[src/rtl/tll_pkg.sv]
package tll_pkg;

  typedef enum logic [2:0] {
    KIND_EOF    = 3'd0,
    KIND_DEF    = 3'd1,
    KIND_EXTERN = 3'd2,
    KIND_IDENT  = 3'd3,
    KIND_NUMBER = 3'd4,
    KIND_CHAR   = 3'd5
  } kind_t;

  typedef enum logic [1:0] {
    MODE_IDLE,
    MODE_IDENT,
    MODE_NUMBER,
    MODE_COMMENT
  } mode_t;

  // keyword tracker codes, one per matched prefix
  localparam logic [3:0] TRK_NONE   = 4'd0;
  localparam logic [3:0] TRK_D      = 4'd1;
  localparam logic [3:0] TRK_DE     = 4'd2;
  localparam logic [3:0] TRK_DEF    = 4'd3;
  localparam logic [3:0] TRK_E      = 4'd4;
  localparam logic [3:0] TRK_EX     = 4'd5;
  localparam logic [3:0] TRK_EXT    = 4'd6;
  localparam logic [3:0] TRK_EXTE   = 4'd7;
  localparam logic [3:0] TRK_EXTER  = 4'd8;
  localparam logic [3:0] TRK_EXTERN = 4'd9;

  localparam logic [7:0] CH_TAB   = 8'h09;
  localparam logic [7:0] CH_LF    = 8'h0a;
  localparam logic [7:0] CH_CR    = 8'h0d;
  localparam logic [7:0] CH_SPACE = 8'h20;
  localparam logic [7:0] CH_HASH  = 8'h23;
  localparam logic [7:0] CH_ZERO  = 8'h30;
  localparam logic [7:0] CH_NINE  = 8'h39;
  localparam logic [7:0] CH_UA    = 8'h41;
  localparam logic [7:0] CH_UZ    = 8'h5a;
  localparam logic [7:0] CH_LA    = 8'h61;
  localparam logic [7:0] CH_LZ    = 8'h7a;
  localparam logic [7:0] CH_LD    = 8'h64;
  localparam logic [7:0] CH_LE    = 8'h65;
  localparam logic [7:0] CH_LF_F  = 8'h66;
  localparam logic [7:0] CH_LN    = 8'h6e;
  localparam logic [7:0] CH_LR    = 8'h72;
  localparam logic [7:0] CH_LT    = 8'h74;
  localparam logic [7:0] CH_LX    = 8'h78;

  localparam logic [30:0] NUM_MAX = '1;

  localparam int FIFO_DEPTH = 4;

  typedef struct packed {
    logic       end_mark;
    logic [7:0] char_code;
  } item_t;

  typedef struct packed {
    kind_t       kind;
    logic [30:0] value;
    logic [15:0] len;
    logic [15:0] line;
    logic [15:0] col;
    logic        last;
  } token_t;

  // tokens produced by one request, first in order first
  typedef struct packed {
    logic [1:0] count;
    token_t     first;
    token_t     second;
  } emit_t;

  function automatic logic is_alpha(logic [7:0] c);
    return (c >= CH_LA && c <= CH_LZ) || (c >= CH_UA && c <= CH_UZ);
  endfunction

  function automatic logic is_digit(logic [7:0] c);
    return c >= CH_ZERO && c <= CH_NINE;
  endfunction

  function automatic logic is_space(logic [7:0] c);
    return c == CH_SPACE || (c >= CH_TAB && c <= CH_CR);
  endfunction

  function automatic logic [3:0] track_next(logic [3:0] t, logic [7:0] c);
    logic [3:0] r;
    r = TRK_NONE;
    case (t)
      TRK_D:     r = (c == CH_LE)   ? TRK_DE     : TRK_NONE;
      TRK_DE:    r = (c == CH_LF_F) ? TRK_DEF    : TRK_NONE;
      TRK_E:     r = (c == CH_LX)   ? TRK_EX     : TRK_NONE;
      TRK_EX:    r = (c == CH_LT)   ? TRK_EXT    : TRK_NONE;
      TRK_EXT:   r = (c == CH_LE)   ? TRK_EXTE   : TRK_NONE;
      TRK_EXTE:  r = (c == CH_LR)   ? TRK_EXTER  : TRK_NONE;
      TRK_EXTER: r = (c == CH_LN)   ? TRK_EXTERN : TRK_NONE;
      default:   r = TRK_NONE;
    endcase
    return r;
  endfunction

endpackage

[src/rtl/toy_language_lexer_core.sv]
// toy language lexer, one source byte per request
//
// input channel: in_valid/in_ready carry char_code and end_mark; end_mark set
//   means end of input, and char_code is then ignored
// output channel: out_valid/out_ready carry one token per transfer; a request
//   gives zero, one or two tokens, last_of_run marks the final one of a request
// path: a request waits in the input register until the queue has room for two
//   tokens; it is then scanned and its first token is offered from the queue
// throughput: one request per cycle while the receiver keeps up; the output side
//   moves one token per cycle, so requests that give two tokens fill the
//   four-entry token queue and in_ready drops while fewer than two slots are free
// stall: a stalled receiver leaves tokens queued; the input register holds its
//   byte until the queue has room, so nothing is dropped or repeated
// reset: clears the scanner to idle, line 1, column 0, and empties the queue
module toy_language_lexer_core #(
  parameter int COUNTER_BITS = 16
) (
  input  logic        clk,
  input  logic        rst,
  input  logic        in_valid,
  output logic        in_ready,
  input  logic [7:0]  char_code,
  input  logic        end_mark,
  output logic        out_valid,
  input  logic        out_ready,
  output logic [2:0]  token_kind,
  output logic [30:0] token_value,
  output logic [15:0] ident_length,
  output logic [15:0] line_number,
  output logic [15:0] column_number,
  output logic        last_of_run
);
  import tll_pkg::*;

  // input register
  logic   inq_valid;
  item_t  inq;

  logic   fire;
  logic   room2;
  logic   pop;
  emit_t  emit;
  emit_t  push;
  token_t head;

  // scan the held byte only when the queue can take two tokens
  assign fire     = inq_valid && room2;
  assign in_ready = !inq_valid || room2;
  assign pop      = out_valid && out_ready;

  always_ff @(posedge clk) begin
    if (rst) begin
      inq_valid <= 1'b0;
    end else if (in_valid && in_ready) begin
      inq_valid <= 1'b1;
    end else if (fire) begin
      inq_valid <= 1'b0;
    end
  end

  // byte payload, no reset needed
  always_ff @(posedge clk) begin
    if (in_valid && in_ready) begin
      inq.char_code <= char_code;
      inq.end_mark  <= end_mark;
    end
  end

  tll_scanner #(
    .COUNTER_BITS(COUNTER_BITS)
  ) u_scanner (
    .clk  (clk),
    .rst  (rst),
    .fire (fire),
    .item (inq),
    .emit (emit)
  );

  // tokens only enter the queue when the scanner actually advances
  always_comb begin
    push       = emit;
    push.count = fire ? emit.count : 2'd0;
  end

  tll_token_fifo u_fifo (
    .clk       (clk),
    .rst       (rst),
    .push      (push),
    .pop       (pop),
    .head      (head),
    .not_empty (out_valid),
    .room2     (room2)
  );

  assign token_kind    = head.kind;
  assign token_value   = head.value;
  assign ident_length  = head.len;
  assign line_number   = head.line;
  assign column_number = head.col;
  assign last_of_run   = head.last;

endmodule

[src/rtl/tll_scanner.sv]
module tll_scanner #(
  parameter int COUNTER_BITS = 16
) (
  input  logic           clk,
  input  logic           rst,
  input  logic           fire,
  input  tll_pkg::item_t item,
  output tll_pkg::emit_t emit
);
  import tll_pkg::*;

  mode_t                   mode, mode_next;
  logic [3:0]              trk, trk_next;
  logic [30:0]             acc, acc_next;
  logic [COUNTER_BITS-1:0] len, len_next;
  logic [COUNTER_BITS-1:0] line, line_next;
  logic [COUNTER_BITS-1:0] col, col_next;

  logic [7:0]  c;
  logic        is_nl;
  logic        pend, fresh, rescan;
  kind_t       ident_kind;
  logic [34:0] acc_mul;
  logic [31:0] len_ext, line_ext, col_ext;
  token_t      pend_tok, fresh_tok;

  assign c     = item.char_code;
  assign is_nl = (c == CH_LF) || (c == CH_CR);

  // acc * 10 + digit, saturated to 31 bits
  assign acc_mul = ({4'b0, acc} << 3) + ({4'b0, acc} << 1) + 35'(c[3:0]);

  assign len_ext  = 32'(len);
  assign line_ext = 32'(line_next);
  assign col_ext  = 32'(col_next);

  always_comb begin
    priority if (trk == TRK_DEF) begin
      ident_kind = KIND_DEF;
    end else if (trk == TRK_EXTERN) begin
      ident_kind = KIND_EXTERN;
    end else begin
      ident_kind = KIND_IDENT;
    end
  end

  always_comb begin
    mode_next = mode;
    trk_next  = trk;
    acc_next  = acc;
    len_next  = len;
    line_next = line;
    col_next  = col;
    pend      = 1'b0;
    fresh     = 1'b0;
    rescan    = 1'b0;
    pend_tok  = '0;
    fresh_tok = '0;
    if (item.end_mark) begin
      if (mode == MODE_IDENT) begin
        pend          = 1'b1;
        pend_tok.kind = ident_kind;
        pend_tok.len  = len_ext[15:0];
      end else if (mode == MODE_NUMBER) begin
        pend           = 1'b1;
        pend_tok.kind  = KIND_NUMBER;
        pend_tok.value = acc;
      end
      fresh          = 1'b1;
      fresh_tok.kind = KIND_EOF;
      mode_next      = MODE_IDLE;
    end else begin
      if (is_nl) begin
        if (line != '1) line_next = line + 1'b1;
        col_next = '0;
      end else if (col != '1) begin
        col_next = col + 1'b1;
      end
      unique case (mode)
        MODE_IDENT: begin
          if (is_alpha(c) || is_digit(c)) begin
            trk_next = track_next(trk, c);
            if (len != '1) len_next = len + 1'b1;
          end else begin
            pend          = 1'b1;
            pend_tok.kind = ident_kind;
            pend_tok.len  = len_ext[15:0];
            rescan        = 1'b1;
          end
        end
        MODE_NUMBER: begin
          if (is_digit(c)) begin
            acc_next = (acc_mul > 35'(NUM_MAX)) ? NUM_MAX : acc_mul[30:0];
          end else begin
            pend           = 1'b1;
            pend_tok.kind  = KIND_NUMBER;
            pend_tok.value = acc;
            rescan         = 1'b1;
          end
        end
        MODE_COMMENT: begin
          if (is_nl) mode_next = MODE_IDLE;
        end
        MODE_IDLE: begin
          rescan = 1'b1;
        end
      endcase
      if (rescan) begin
        mode_next = MODE_IDLE;
        priority if (is_space(c)) begin
          mode_next = MODE_IDLE;
        end else if (is_alpha(c)) begin
          mode_next = MODE_IDENT;
          trk_next  = (c == CH_LD) ? TRK_D : (c == CH_LE) ? TRK_E : TRK_NONE;
          len_next  = COUNTER_BITS'(1);
        end else if (is_digit(c)) begin
          mode_next = MODE_NUMBER;
          acc_next  = 31'(c[3:0]);
        end else if (c == CH_HASH) begin
          mode_next = MODE_COMMENT;
        end else begin
          fresh           = 1'b1;
          fresh_tok.kind  = KIND_CHAR;
          fresh_tok.value = 31'(c);
        end
      end
    end
    pend_tok.line  = line_ext[15:0];
    pend_tok.col   = col_ext[15:0];
    pend_tok.last  = !fresh;
    fresh_tok.line = line_ext[15:0];
    fresh_tok.col  = col_ext[15:0];
    fresh_tok.last = 1'b1;
  end

  always_comb begin
    emit.count  = 2'(pend) + 2'(fresh);
    emit.first  = pend ? pend_tok : fresh_tok;
    emit.second = fresh_tok;
  end

  always_ff @(posedge clk) begin
    if (rst) begin
      mode <= MODE_IDLE;
      trk  <= TRK_NONE;
      acc  <= '0;
      len  <= '0;
      line <= COUNTER_BITS'(1);
      col  <= '0;
    end else if (fire) begin
      mode <= mode_next;
      trk  <= trk_next;
      acc  <= acc_next;
      len  <= len_next;
      line <= line_next;
      col  <= col_next;
    end
  end

endmodule

[src/rtl/tll_token_fifo.sv]
module tll_token_fifo (
  input  logic            clk,
  input  logic            rst,
  input  tll_pkg::emit_t  push,
  input  logic            pop,
  output tll_pkg::token_t head,
  output logic            not_empty,
  output logic            room2
);
  import tll_pkg::*;

  localparam int PTR_W = $clog2(FIFO_DEPTH);
  localparam int CNT_W = $clog2(FIFO_DEPTH + 1);

  token_t             mem [FIFO_DEPTH];
  logic [PTR_W-1:0]   wr_ptr, rd_ptr, wr_ptr_inc;
  logic [CNT_W-1:0]   count;

  assign wr_ptr_inc = wr_ptr + 1'b1;
  assign head       = mem[rd_ptr];
  assign not_empty  = count != '0;
  assign room2      = count <= CNT_W'(FIFO_DEPTH - 2);

  always_ff @(posedge clk) begin
    if (rst) begin
      wr_ptr <= '0;
      rd_ptr <= '0;
      count  <= '0;
    end else begin
      wr_ptr <= wr_ptr + PTR_W'(push.count);
      rd_ptr <= rd_ptr + PTR_W'(pop);
      count  <= count + CNT_W'(push.count) - CNT_W'(pop);
    end
  end

  always_ff @(posedge clk) begin
    if (push.count != 2'd0) mem[wr_ptr] <= push.first;
    if (push.count == 2'd2) mem[wr_ptr_inc] <= push.second;
  end

endmodule

[config.mk]
export PLATFORM = sky130hd
export DESIGN_NAME = toy_language_lexer_core
export DESIGN_NICKNAME = d
export VERILOG_FILES = /design/src/rtl/tll_pkg.sv /design/src/rtl/toy_language_lexer_core.sv /design/src/rtl/tll_scanner.sv /design/src/rtl/tll_token_fifo.sv
export SDC_FILE = /design/constraint.sdc
export NUM_CORES = 1
export LEC_CHECK = 0
export BUFFER_PORTS_ARGS = -buffer_cell sky130_fd_sc_hd__buf_2
export CORE_ASPECT_RATIO = 0.5
export CORE_MARGIN = 1.5
export CORE_UTILIZATION = 50
export DETAILED_ROUTE_END_ITERATION = 10
export MAX_ROUTING_LAYER = met4
export PLACE_DENSITY = 0.78
export REMOVE_ABC_BUFFERS = 1
export SETUP_SLACK_MARGIN = 0.02
export SLEW_MARGIN = 40
export SYNTH_ARGS = -nofsm -noshare
export SYNTH_HDL_FRONTEND = slang
export SYNTH_SLANG_ARGS = --single-unit
[constraint.sdc]
create_clock -name clk -period 8.3 [get_ports clk]
set_input_delay 0 -clock clk [delete_from_list [all_inputs] [get_ports clk]]
set_output_delay 0 -clock clk [all_outputs]
set_load 0.01 [all_outputs]
==> results of run 1 <==
routing by layer:
metal / vias to the layer above / part of all wire, % / global-route usage [%]
met1: 7780 / 45 / 32.9
li1: 7406 / - / -
met2: 515 / 47 / 38.2
met4: 0 / 1.9 / 5.95
met5: - / 0 / -
met3: 73 / 6.5 / 3.93
worst max-delay path: stages (launching register included):
cell and delay, ns:
edfxtp_1 0.58, o21ai_0 0.26, nor3b_1 0.61, a21oi_1 0.16, o21ai_0 0.41, inv_1 0.14
ha_1 0.41, nand2b_1 0.19, a21boi_0 0.16, or3_2 0.47, buf_6 0.34, inv_4 0.57
layout make-up:
type / count / area, µm² / share of cell area (%)
clock buffer: 60 / 1240 / 5.29
clock inverter: 12 / 108 / 0.460
inverter: 38 / 153 / 0.653
multi-input combinational: 1361 / 9950 / 42.6
sequential: 434 / 10500 / 44.8
tap: 540 / 676 / 2.89
timing repair buffer: 130 / 790 / 3.38
per-stage QoR:
stage	std cells	setup WS, ns	hold slack (ns)	power (mW)
after global placement	2492	3.33	0.183	3.10
after global routing	2575	3.21	0.0107	5.11
after detailed placement	2493	3.73	0.184	3.12
after CTS	2575	3.65	0.00533	4.97
final	2575	3.62	0.0247	4.94
after floorplan	1833	1.16	0.0667	2.87
logic make-up (layout without fill, tap and decap cells):
group | after synthesis | after routing | synth area share, %
and+or+nand+nor | 636 | 636 | 13.6
DFF | 434 | 434 | 49.6
adders and majority gates | 78 | 78 | 4.74
buffers and inverters | 169 | 240 | 3.23
muxes | 95 | 95 | 9.45
xor gates and xnor gates | 76 | 76 | 3.16
AOI/OAI and AO/OA | 476 | 476 | 16.2
synth_stat cells, types with 31 or more instances:
| master | n |
|---|---|
| nor2_1 | 261 |
| dfxtp_1 | 257 |
| edfxtp_1 | 177 |
| nand2_1 | 167 |
| a22o_1 | 157 |
| clkbuf_1 | 102 |
| a21oi_1 | 96 |
| o21ai_0 | 85 |
| mux4_2 | 83 |
| ha_1 | 75 |
| nor3_1 | 44 |
| xnor2_1 | 40 |
| inv_1 | 37 |
| xor2_1 | 36 |
| nand3_1 | 31 |
timing repair:
item | 4_1_cts | 5_1_grt
endpoints found under the hold margin | 10 | 0
setup endpoints to repair | 0 | 0
hold buffers | 10 | 0
how the worst max path moves through the flow:
stage	start	slack [ns]	end	cells after the start
CTS	inq[1]	3.65	u_fifo.mem[1][6]	11
global placement	inq[3]	3.33	u_fifo.mem[1][23]	13
global route	inq[1]	3.21	u_fifo.mem[1][0]	12
detailed placement	inq[1]	3.73	u_fifo.mem[1][27]	11
floorplan	inq[3]	1.16	u_fifo.mem[0][10]	12
finish	inq[1]	3.62	u_fifo.mem[1][6]	11
power breakdown:
group	internal [mW]	switching, mW
clock network	1.07	0.803
logic	0.307	0.403
registers	2.28	0.0746
flip-flops by register name, summed over array words and instances, names as in the netlist, 3 cells and up, named ones only:
register,flops
inq,9
u_scanner.line,16
u_scanner.col,16
u_scanner.len,16
u_scanner.acc,27
u_fifo.mem,332
u_scanner.trk,4
u_fifo.count,3
==> flow_results.org, run 1 <==
** Run status
- Result of the run :: completed

** Finish
- Fillers :: 3406
- Relative to the synthesized area, the layout overhead comes to 11.0%.
- Utilization after layout :: 57.0%
- For this run, the post-layout net count is 2096.
- Antenna diode count :: 0
- Leaving out fill and tap cells, the most frequent cell in the layout is nor2_1.
- Cells with a size suffix above 1 make up 15.5% of the layout.
- Highest-count cells in the layout ignoring fill and taps :: nor2_1, dfxtp_1, edfxtp_1
- Cell area after layout :: 0.0234 mm²

** STA
- The worst path uses 56.4% of the clock period.
- After routing, the total negative slack on setup checks comes to 0 ns.
- Setup violations remaining at the end of the flow were counted as 0.
- The number of pins with negative max-slew slack in the final report was 0.
- F_max :: 0.213 GHz
- Worst max-slew margin expressed relative to the limit :: 41.7%
- Least-Margin Pin Slew :: 0.873 ns
- Final critical path time including I/O delays and setup :: 4.68 ns
- Setup repair after global routing left no endpoint under its margin.
- Total count of hold-check failures in the final report :: 0
- Clock skew on the completed layout was measured at 0.0218 ns.

** Critical path
- The worst register-to-register path begins at inq[1].
- STA classifies the critical path startpoint as a flip-flop.
- Reg2reg path depth :: 11
- Worst setup EP type :: flip-flop
- The worst register-to-register path has a setup slack of 3.62 ns.
- At the worst endpoint, the arrival time is 4.86 ns.
- Maximum fanout along the worst path :: 73
- Required time reported for the critical path endpoint :: 8.48 ns
- The critical path is of the reg -> reg type.
- Worst flop-to-flop path endpoint :: u_fifo.mem[1][6]

** GRT
- Entering global routing, the biggest net connects 74 pins.
- Tot GR Track Use :: 24.2%
- Summed over all layers, the global routing overflow is 0.
- Number of global-route vias before repair :: 15.3k
- Wire length of the first global-routing pass :: 82600 µm
- The number of antenna violations at the first check in global routing was 0.

** Pwr
- Total power divided by cell area :: 211 mW/mm²
- The analysis attributes to cell leakage a power of 8.50 nW.
- Across the VDD grid, the largest voltage drop is 0.000142 V.

** Route
- Drt drc :: 0
- The first detailed-routing pass ran for 5 iterations.
- Total Wirelength :: 51100 µm
- Wire length per cell :: 19.9 µm
- Detailed-route via count :: 15.8k
- The first routing iteration left 1490 violations.
- Post-route ant nets :: 0
- Vias per cell :: 6.13

** Floorplan
- The die is 293 µm wide.
- Row generation in the floorplan step produced 52 rows.
- Die footprint :: 0.0435 mm²
- After floorplanning, the core was sized to cover 0.0410 mm².
- In this run the count of I/O pins placed on the die edge is 98.
- The die is 148 µm tall.
- Initial core utilization :: 51.4%

** Placement
- In this run the cell area measured after placement is 0.0219 mm².
- At the end of routability-driven placement, the weighted congestion stood at 0.938.
- Detailed placement HPWL :: 31800 µm
- During placement, the flow inserted port buffers numbering 97.

** Clock tree
- CTS sink cnt :: 434
- The H-tree was split into 2 levels.
- Cells resized by post-CTS repair :: 0
- Post-CTS timing repair inserted 0 buffers for setup.
- CTS tree :: yes
- The number of clock buffers added by TritonCTS is 40.
- Clk root buf :: clkbuf_16
- CTS Buffer Depth :: 3
- At the later pin of the worst-skew pair, clock insertion delay measures 0.55 ns.
- Clock slew at reported path FFs :: 0.07 ns

** Yosys
- The share of synthesized area in the top cell type comes to 25.2%.
- After synthesis, flip-flops and latches occupy 49.6% of the total area.
- Count of yosys warnings during synthesis :: 0
- Summed over all instances, the cell type with the most area after synthesis is edfxtp_1.
- Fraction of registers with async set/reset :: 0%
- Synth unique cells :: 79
- Most frequently used flop master after synthesis :: dfxtp_1
- Most area-consuming cells after synthesis :: edfxtp_1, dfxtp_1, mux4_2
- Synthesis handed over a netlist of 1964 instances.
- Synth Area per Inst :: 10.7 µm²
- Flop and latch count out of synthesis :: 434
- Yosys mapped a number of flops with a built-in enable equal to 177.
- Combined area of all synthesized cells :: 0.0211 mm²

** Hold path
- Hold Path Cell Cnt :: 4
- End point of the worst hold path :: u_fifo.rd_ptr[0]
- Hold/Removal Path Class :: in -> reg
- The worst hold path begins at out_ready.

** Flow run
- Max-cap violations in this run came to 0.
Note: power is estimated with default switching activity, not from simulation.
==> inputs of run 2 (changes only) <==
--- a/config.mk
+++ b/config.mk
@@ -11,7 +11,7 @@
 export CORE_UTILIZATION = 50
 export DETAILED_ROUTE_END_ITERATION = 10
 export MAX_ROUTING_LAYER = met4
-export PLACE_DENSITY = 0.78
+export PLACE_DENSITY = 0.81
 export REMOVE_ABC_BUFFERS = 1
 export SETUP_SLACK_MARGIN = 0.02
 export SLEW_MARGIN = 40
==> constraint.sdc (replaced) <==
create_clock -name clk -period 4.1 [get_ports clk]
set_input_delay 0 -clock clk [delete_from_list [all_inputs] [get_ports clk]]
set_output_delay 0 -clock clk [all_outputs]
set_load 0.01 [all_outputs]
==> flow_results.org, run 2 (synthesized netlist as in run 1, its figures left out) <==
** GRT
- Wire length of the first global-routing pass :: 85800 µm (+3.9%)
- The maximum number of pins on one net before global-route repair was 73 (-1.4%).
- Antenna violations before repair :: 0 (unchanged)
- The overall global routing resource usage came to 25.2% (+0.98 points).
- The final global-route overflow total was 0 (unchanged).
- The number of global-route vias before repair came to 16.2k (+5.3%).

** Floorplan
- The die outline width was 293 µm (unchanged).
- The starting density of the core came to 51.4% (unchanged).
- The number of top-level design ports is 98 (unchanged).
- Die span in y :: 148 µm (unchanged)
- Core Box Area :: 0.0410 mm² (unchanged)
- The row count came to 52 (unchanged).
- The floorplan die area came to 0.0435 mm² (unchanged).

** Finish
- Number of nets in the finished design :: 2156 (+2.9%)
- Number of flip-flops in the largest register :: 332 (unchanged)
- Final cell count without fillers :: 2633 (+2.3%)
- Fraction of final layout cells with drive strength greater than 1 :: 18.1% (+2.5 points)
- Cell area after layout :: 0.0240 mm² (+2.6%)
- The number of diodes was 0 (unchanged).
- The largest registers in the layout are u_fifo.mem: 332 flops, u_scanner.acc: 27 flops.
- Counting flops per register, the top entry is u_fifo.mem.
- The area growth from synthesis to layout is 13.8%.
- Highest-count cells in the layout ignoring fill and taps :: nor2_1, dfxtp_1, edfxtp_1
- The core utilization of the finished layout was 58.5% (+1.5 points).

** STA
- The max-slew headroom at the worst pin came to 45.5% (+3.8 points).
- F_max :: 0.255 GHz (+19%)
- Number of slew-limit violations in the final report :: 0 (unchanged)
- Setup Skew :: 0.0283 ns (+0.00652 ns)
- The final count of hold timing violations is 0 (unchanged).
- The share of the cycle needed by the critical path after routing is 95.8% (+39 points).
- Least setup slack across all paths after layout :: 0.171 ns (-3.44 ns)
- The final setup violation count was 0 (unchanged).
- The slew of the pin with the lowest slew margin was 0.816 ns (-0.0573 ns).
- The shortest period the worst path allows came to 3.93 ns (-0.756 ns).

** Clock tree
- CTS Buffer Depth :: 3 (unchanged)
- TritonCTS built the clock tree.
- Clock insertion delay at the later pin of the skew report :: 0.56 ns (about the same)
- The number of clock sinks seen by CTS is 434 (unchanged).
- Clk root buf :: clkbuf_16
- Number of buffers added by the clock tree synthesis step :: 40 (unchanged)
- Clock slew at reported path FFs :: 0.07 ns (about the same)
- H-tree Lvls :: 2 (unchanged)

** Route
- The detailed-route wire length came to 53700 µm (+5.0%).
- The average vias per placed instance was 6.22 (+1.5%).
- The DRC violations left came to 0 (unchanged).
- The number of DRC markers in iteration 0 is 1467 (-1.5%).
- The count of vias placed by the detailed router is 16.4k (+3.8%).
- The average wire length per cell after detail routing is 20.4 µm (+2.7%).
- The antenna violation net count after detailed routing is 0 (unchanged).
- The count of TritonRoute iterations in the first routing pass came to 7 (+2).

** Critical path
- CP bufs+invs :: 3 (unchanged)
- Required time reported for the critical path endpoint :: 4.49 ns (-3.99 ns)
- Largest stage delay on the critical path :: 0.39 ns (-0.22 ns)
- Data arrival time at the worst-slack endpoint :: 4.32 ns (-0.54 ns)
- The signal on the critical path passes through buf_4 > ha_1 > ha_1 > inv_1 > fa_1 > nor2b_1 > o2111ai_1 > a21oi_1 > o21bai_1 > o2111ai_1 > mux2i_1 > or3b_1 > buf_4 > a211oi_1 > nor3_1.
- Slowest cell on crit path :: edfxtp_1
- STA classifies the critical path endpoint as a flip-flop.
- Cell family with most CP delay :: compound AO/OA/AOI/OAI gates
- The worst setup path is launched from a flip-flop.
- CP Class :: reg -> reg
- The worst-path maximum fanout is 12 (-84%).

** Placement
- The weighted congestion at the end of routability-driven global placement came to 0.956 (+2.0%).
- Number of instances in the placed design :: 2543 (+2.0%)
- Post-place setup slack :: 0.0468 ns (-3.68 ns)
- # port buffers :: 97 (unchanged)
- The HPWL after detailed placement was 34500 µm (+8.6%).
- The area of placed instances came to 0.0224 mm² (+2.2%).

** Pwr
- Static power due to leakage :: 8.81 nW (+3.7%)
- The total design power was 10.1 mW (+100%).
- Total power divided by cell area :: 420 mW/mm² (+99%)
- The worst voltage drop across the vdd grid is 0.000367 V (+160%).

** Hold path
- Hold/Removal Path Class :: in -> reg

** Run status
- The flow ran to the end, and the final reports show no timing, DRC or antenna violations.

** Flow run
- Max_cap viols :: 0 (unchanged)
## run 2: cell count changes in the layout (fill, tap and decap cells not counted), sizes merged
cell | previous run | this run
inv | 40 | 39
bufinv | 1 | 2
buf | 120 | 178
clkinv | 9 | 10
clkbuf | 60 | 55
clkinvlp | 0 | 2
dlygate4sd3 | 10 | 12
## run 2: final timing paths
check | start | end | slack [ns] | cells after the start
worst min register to register | u_fifo.mem[0][69] | u_fifo.mem[0][69] | 0.47 | 1
worst min-delay path | char_code[5] | inq[5] | 0.16 | 2
worst max-delay path | inq[2] | u_scanner.acc[7] | 0.17 | 15
worst max register to register | inq[2] | u_scanner.acc[7] | 0.17 | 15
## run 2: final cells by class
| type | count | area (µm²) |
|---|---|---|
| Sequential cell | 434 | 10500 |
| Clock inverter | 15 | 148 |
| Fill cell | 3254 | 17000 |
| Inverter | 38 | 143 |
| Multi-Input combinational cell | 1361 | 10000 |
| Timing Repair Buffer | 190 | 1370 |
| Clock buffer | 55 | 1170 |
| Tap cell | 540 | 676 |
## run 2: report_power, final
| group | switching (mW) | internal [mW] | total (mW) |
|---|---|---|---|
| registers | 0.146 | 4.61 | 4.76 |
| clock network | 1.64 | 2.13 | 3.77 |
| logic | 0.859 | 0.695 | 1.55 |
## run 2: repair_timing
action	CTS	global route
endpoints found under the hold margin	13	0
gates resized for setup	1	7
cloned	0	0
setup endpoints to repair	4	32
pin swaps	0	5
hold buffers	12	0
setup buffers	0	7
## run 2: metal layers
metal	GRT usage [%]	vias to the layer above	wire, µm	share of wire (%)
met5	-	-	0	0
met2	41.8	688	26000	48
li1	-	7524	-	-
met1	32.0	8049	22400	42
met3	4.15	106	3930	7.3
met4	7.45	0	1410	2.6
## run 2: per-stage QoR
stage               hold WS [ns]  TNS [ns]
finish                     0.155         0
global route               0.145   -0.0267
CTS                        0.133         0
detailed placement         0.178         0
global placement           0.179         0
floorplan                 0.0667   -365.31
